===== src/rtl/core/ffoa_pkg.sv =====
package ffoa_pkg;

  localparam int FIELD_W         = 24;
  localparam int DEF_MAX_REGIONS = 64;
  localparam int DEF_ADDR_BITS   = 24;

  localparam int IN_TDATA_W  = 48;
  localparam int OUT_TDATA_W = 56;

  localparam logic KIND_ALLOC = 1'b0;
  localparam logic KIND_FREE  = 1'b1;

  localparam logic [1:0] ST_OK        = 2'd0;
  localparam logic [1:0] ST_NOT_FOUND = 2'd1;
  localparam logic [1:0] ST_FULL      = 2'd2;
  localparam logic [1:0] ST_OVERFLOW  = 2'd3;

  typedef struct packed {
    logic active;
    logic found;
    logic eq;
  } wave_ctl_t;

  typedef struct packed {
    logic ins;
    logic rem;
  } commit_t;

endpackage


===== src/rtl/core/ffoa_cell.sv =====
module ffoa_cell #(
  parameter int IDX = 0,
  parameter int CW  = 7,
  parameter int AW  = 24,
  parameter int PW  = 25
) (
  input  logic                       clk,
  input  logic                       rst_n,
  input  logic [CW-1:0]              count,
  input  logic                       kind,
  input  logic [ffoa_pkg::FIELD_W-1:0] req,
  input  ffoa_pkg::wave_ctl_t        wave_in,
  input  logic [PW-1:0]              val_in,
  output ffoa_pkg::wave_ctl_t        wave_out,
  output logic [PW-1:0]              val_out,
  input  ffoa_pkg::commit_t          commit,
  input  logic [AW-1:0]              new_start,
  input  logic [ffoa_pkg::FIELD_W-1:0] new_len,
  input  logic [AW-1:0]              left_start,
  input  logic [ffoa_pkg::FIELD_W-1:0] left_len,
  input  logic [AW-1:0]              right_start,
  input  logic [ffoa_pkg::FIELD_W-1:0] right_len,
  output logic [AW-1:0]              start_o,
  output logic [ffoa_pkg::FIELD_W-1:0] len_o
);
  import ffoa_pkg::*;

  logic [AW-1:0]      start_r;
  logic [FIELD_W-1:0] len_r;
  wave_ctl_t          wave_r, wave_nxt;
  logic [PW-1:0]      val_r, val_nxt;
  logic               is_slot_r, past_slot_r;
  logic               valid, hit, eq_here;
  logic [PW-1:0]      s_ext, l_ext, req_ext, gap, end_here;

  always_comb begin
    valid    = CW'(IDX) < count;
    s_ext    = PW'(start_r);
    l_ext    = PW'(len_r);
    req_ext  = PW'(req);
    gap      = s_ext - val_in;
    end_here = s_ext + l_ext;
    if (kind == KIND_ALLOC) begin
      eq_here = valid && (s_ext == val_in);
      hit     = !valid || ((s_ext >= val_in) && (gap >= req_ext));
    end else begin
      eq_here = 1'b0;
      hit     = valid && (s_ext == req_ext);
    end
    wave_nxt.active = wave_in.active;
    wave_nxt.found  = wave_in.found | hit;
    wave_nxt.eq     = wave_in.found ? wave_in.eq : eq_here;
    if (wave_in.found) begin
      val_nxt = val_in;
    end else if (hit) begin
      val_nxt = (kind == KIND_ALLOC) ? val_in : l_ext;
    end else begin
      val_nxt = (kind == KIND_ALLOC) ? end_here : val_in;
    end
  end

  always_ff @(posedge clk) begin
    if (!rst_n) begin
      wave_r      <= '0;
      is_slot_r   <= 1'b0;
      past_slot_r <= 1'b0;
    end else begin
      wave_r <= wave_nxt;
      if (wave_in.active) begin
        is_slot_r   <= !wave_in.found && hit;
        past_slot_r <= wave_in.found;
      end
    end
  end

  always_ff @(posedge clk) begin
    val_r <= val_nxt;
    if (commit.ins) begin
      if (past_slot_r) begin
        start_r <= left_start;
        len_r   <= left_len;
      end else if (is_slot_r) begin
        start_r <= new_start;
        len_r   <= new_len;
      end
    end else if (commit.rem && (is_slot_r || past_slot_r)) begin
      start_r <= right_start;
      len_r   <= right_len;
    end
  end

  assign wave_out = wave_r;
  assign val_out  = val_r;
  assign start_o  = start_r;
  assign len_o    = len_r;

endmodule


===== config.mk =====
export PLATFORM = sky130hd
export DESIGN_NAME = ffoa_cell
export DESIGN_NICKNAME = d
export VERILOG_FILES = /design/src/rtl/core/ffoa_pkg.sv /design/src/rtl/core/ffoa_cell.sv
export SDC_FILE = /design/constraint.sdc
export NUM_CORES = 1
export LEC_CHECK = 0
export BUFFER_PORTS_ARGS = -buffer_cell sky130_fd_sc_hd__buf_2
export CELL_PAD_IN_SITES_DETAIL_PLACEMENT = 0
export CELL_PAD_IN_SITES_GLOBAL_PLACEMENT = 1
export CORE_ASPECT_RATIO = 1.5
export CORE_MARGIN = 2
export CORE_UTILIZATION = 36
export CTS_BUF_LIST = sky130_fd_sc_hd__clkbuf_4 sky130_fd_sc_hd__clkbuf_8
export DETAILED_ROUTE_END_ITERATION = 8
export PLACE_DENSITY = 0.89
export SETUP_SLACK_MARGIN = 0.3
export SYNTH_ARGS = -nofsm -noshare
export SYNTH_HDL_FRONTEND = slang
export SYNTH_SLANG_ARGS = --single-unit

===== constraint.sdc =====
create_clock -name clk -period 8.3 [get_ports clk]
set_input_delay 2.49 -clock clk [delete_from_list [all_inputs] [get_ports clk]]
set_output_delay 2.49 -clock clk [all_outputs]
set_load 0.005 [all_outputs]

==> results.yml <==
clock_tree:
  postCtsSetupRepairBufs: 0
  clock_path_buffers: 2
  clockRootBuffer: "clkbuf_8"
  cts_sinks: 78
  worstSkewPairLatency_ns: 0.37
  hold_buffers: 0
  cts_max_level: 3
  ctsResizeCount: 0
  clkSlewWorstSetupHoldPaths_ns: 0.08
  cts_tree: "built"
  cts_buffers: 9
timing:
  rsz0062_at_grt: "false"
  setup_tns_ns: 0
  worst_pin_slew_ns: 1.06
  fin_crit_ns: 7.45
  setup_violations: 0
  clock.fmax_mhz: 134
  hold_ws_ns: 0.524
  hold_viol: 0
  fin_worst_skew_ns: 0.0152
  drv_slew: 0
  worst_slack_ns: 0.852
  relSlewSlack: 0.295
  period_share: 0.897
global_route:
  grt_overflow: 0
  grt_start_max_net_pins: 98
  grt_antenna_before_repair: 1
  grt_pass1_vias: 6804
  track_usage: 0.230
  grt_pass1_wl_mm: 35.3
logic_synthesis:
  synth_edf_count: 48
  ys_ff_latch: 78
  yosys.area.top_type: "edfxtp_1"
  synth_sequential_area_ratio: 0.300
  synth.area.top_cells: "edfxtp_1 (21%), ha_1 (13%), dfxtp_1 (8.8%)"
  synthArstFlopShare: 0
  ys_warn_count: 0
  synth.top_cell.area_share: 0.212
  synth_xor_area_frac: 0.0823
  ys_types: 60
  yosys.area_share.simple: 0.135
  synth_top_family_by_area: "compound AO/OA/AOI/OAI gates"
  syn_inst: 761
  synth_area_per_cell_um2: 8.95
  synthesis.nets: 1043
  synth_common_cells: "a21oi_1 (94), nor2_1 (77), ha_1 (72)"
  synthFlopType: "edfxtp_1"
  synthAdderAreaFrac: 0.138
  synth_mux_area_frac: 0.0734
  synth_most_common_cell: "a21oi_1"
  synth_compound_area_frac: 0.220
  syn_area_mm2: 0.00681
floorplanning:
  start_util: 0.367
  dieArea_mm2: 0.0201
  ios: 284
  coreArea_mm2: 0.0185
  die_h_um: 173
  dieWidth_um: 116
  rows: 61
route:
  ant_nets: 0
  drc: 0
  routed_wl_mm: 23.3
  wl_per_cell_um: 18.0
  num_vias: 6672
  avgViaCountPerCell: 5.17
  drt-initial-drc-count: 319
  first_pass_iters: 5
pwr:
  total_power_mw: 1.19
  peakVddDrop_mv: 0.0707
  pwr_density_cell_mw_per_mm2: 138
  leakagePower_nw: 4.09
critical_path:
  crit_top_cell: "a21oi_1"
  cp.arrival_ns: 7.69
  worst_path_max_delay_cell: "or3b_4"
  cp.required_ns: 8.54
  crit_chain: "buf_2, ha_1, inv_1, fa_1, a21o_1, a221oi_2, o21ai_2, a21oi_1, o21ai_0, a31oi_1, nand2_1, a221oi_1, xnor2_1, ha_1, a21oi_1, nor2_1, a211oi_1, o211a_1, a21oi_1, and4bb_2, nor3_1, or3b_4, a221o_1"
  endpoint_kind: "flip-flop"
  cp-start-kind: "input port"
  cp_max_fo: 24
  critPathMaxStageDelay_ns: 0.56
  path_class: "in2reg"
layout:
  fill_cells: 1889
  fin_nets: 1316
  drive_gt1_frac: 0.301
  area_growth_pct: 27.1
  fin_cells: 1291
  diodes: 0
place:
  place_ws_ns: 0.256
  dp.cells: 1275
  gp_congestion: 0.922
  portBuffers: 283
  hpwl_mm: 19.9
run_status:
  status: "complete, no violations"
flow_run:
  maxCapViolCount: 0
worst_hold_path:
  hold_path_class: "reg2reg"
-- layout by cell type (no fill, tap or decap), drive strengths merged, types with 26 or more instances in the layout --
cell,instances
nor2,77
a21oi,95
inv,62
mux2i,50
buf,287
edfxtp,48
dfxtp,30
a221o,26
xnor2,39
ha,72
-- power breakdown --
group / internal (mW) / leakage [nW] / switching [mW]
clock network: 0.141 / 0.0933 / 0.144
registers: 0.446 / 0.692 / 0.0268
logic: 0.203 / 3.31 / 0.230
total: 0.790 / 4.09 / 0.402
-- flip-flops by register name, indices dropped and copies added (netlist names) --
signal,count
start_o,24
len_o,24
is_slot_r,1
past_slot_r,1
val_out,25
wave_out,3
-- critical path, delay by kind of cell --
family	cells	cell delay (ns)
AOI/OAI and AO/OA	12	2.90
and+or+nand+nor	5	1.14
adders and majority gates	3	0.82
xor gates and xnor gates	1	0.17
buffers and inverters	2	0.17
-- final timing paths --
kind / cells past startpoint / end / startpoint / slack, ns
min: 2 / is_slot_r / is_slot_r / 0.52
max: 23 / val_out[16] / val_in[0] / 0.85
max reg2reg: 23 / val_out[16] / start_o[0] / 2.49
min reg2reg: 2 / is_slot_r / is_slot_r / 0.52
-- final cells by class --
cell class | count | area (µm²) | share of cell area
tap | 252 | 315 | 0.0364
clock inverter | 6 | 62.6 | 0.00723
inverter | 62 | 233 | 0.0269
timing repair buffer | 287 | 1450 | 0.167
multi-input combinational | 596 | 4430 | 0.511
sequential | 78 | 2040 | 0.236
clock buffer | 10 | 131 | 0.0152
-- through the flow --
stage / instance area, µm² / utilization
floorplan: 6810 / -
global placement: 8460 / 0.456
detailed placement: 8460 / 0.456
CTS: 8660 / 0.467
global route: 8660 / 0.467
finish: 8660 / 0.467
-- kinds of logic (layout without fill, tap and decap cells) --
| kind of cell | after synthesis | in the layout |
|---|---|---|
| adder cells (fa/ha/maj) | 74 | 74 |
| AO/OA/AOI/OAI | 224 | 224 |
| buffers and inverters | 87 | 365 |
| flip-flops | 78 | 78 |
| multiplexers | 50 | 50 |
| AND/OR/NAND/NOR | 184 | 184 |
| XOR/XNOR | 64 | 64 |
-- per-layer routing --
| metal | GRT usage | up-vias | part of all wire | wire length [µm] |
|---|---|---|---|---|
| met3 | 0.0314 | 56 | 0.051 | 1190 |
| li1 | - | 3360 | - | - |
| met1 | 0.254 | 3015 | 0.38 | 8720 |
| met5 | 0 | - | 0.00056 | 13 |
| met2 | 0.424 | 239 | 0.53 | 12400 |
| met4 | 0.105 | 2 | 0.041 | 949 |
(Power assumes the default switching activity.)
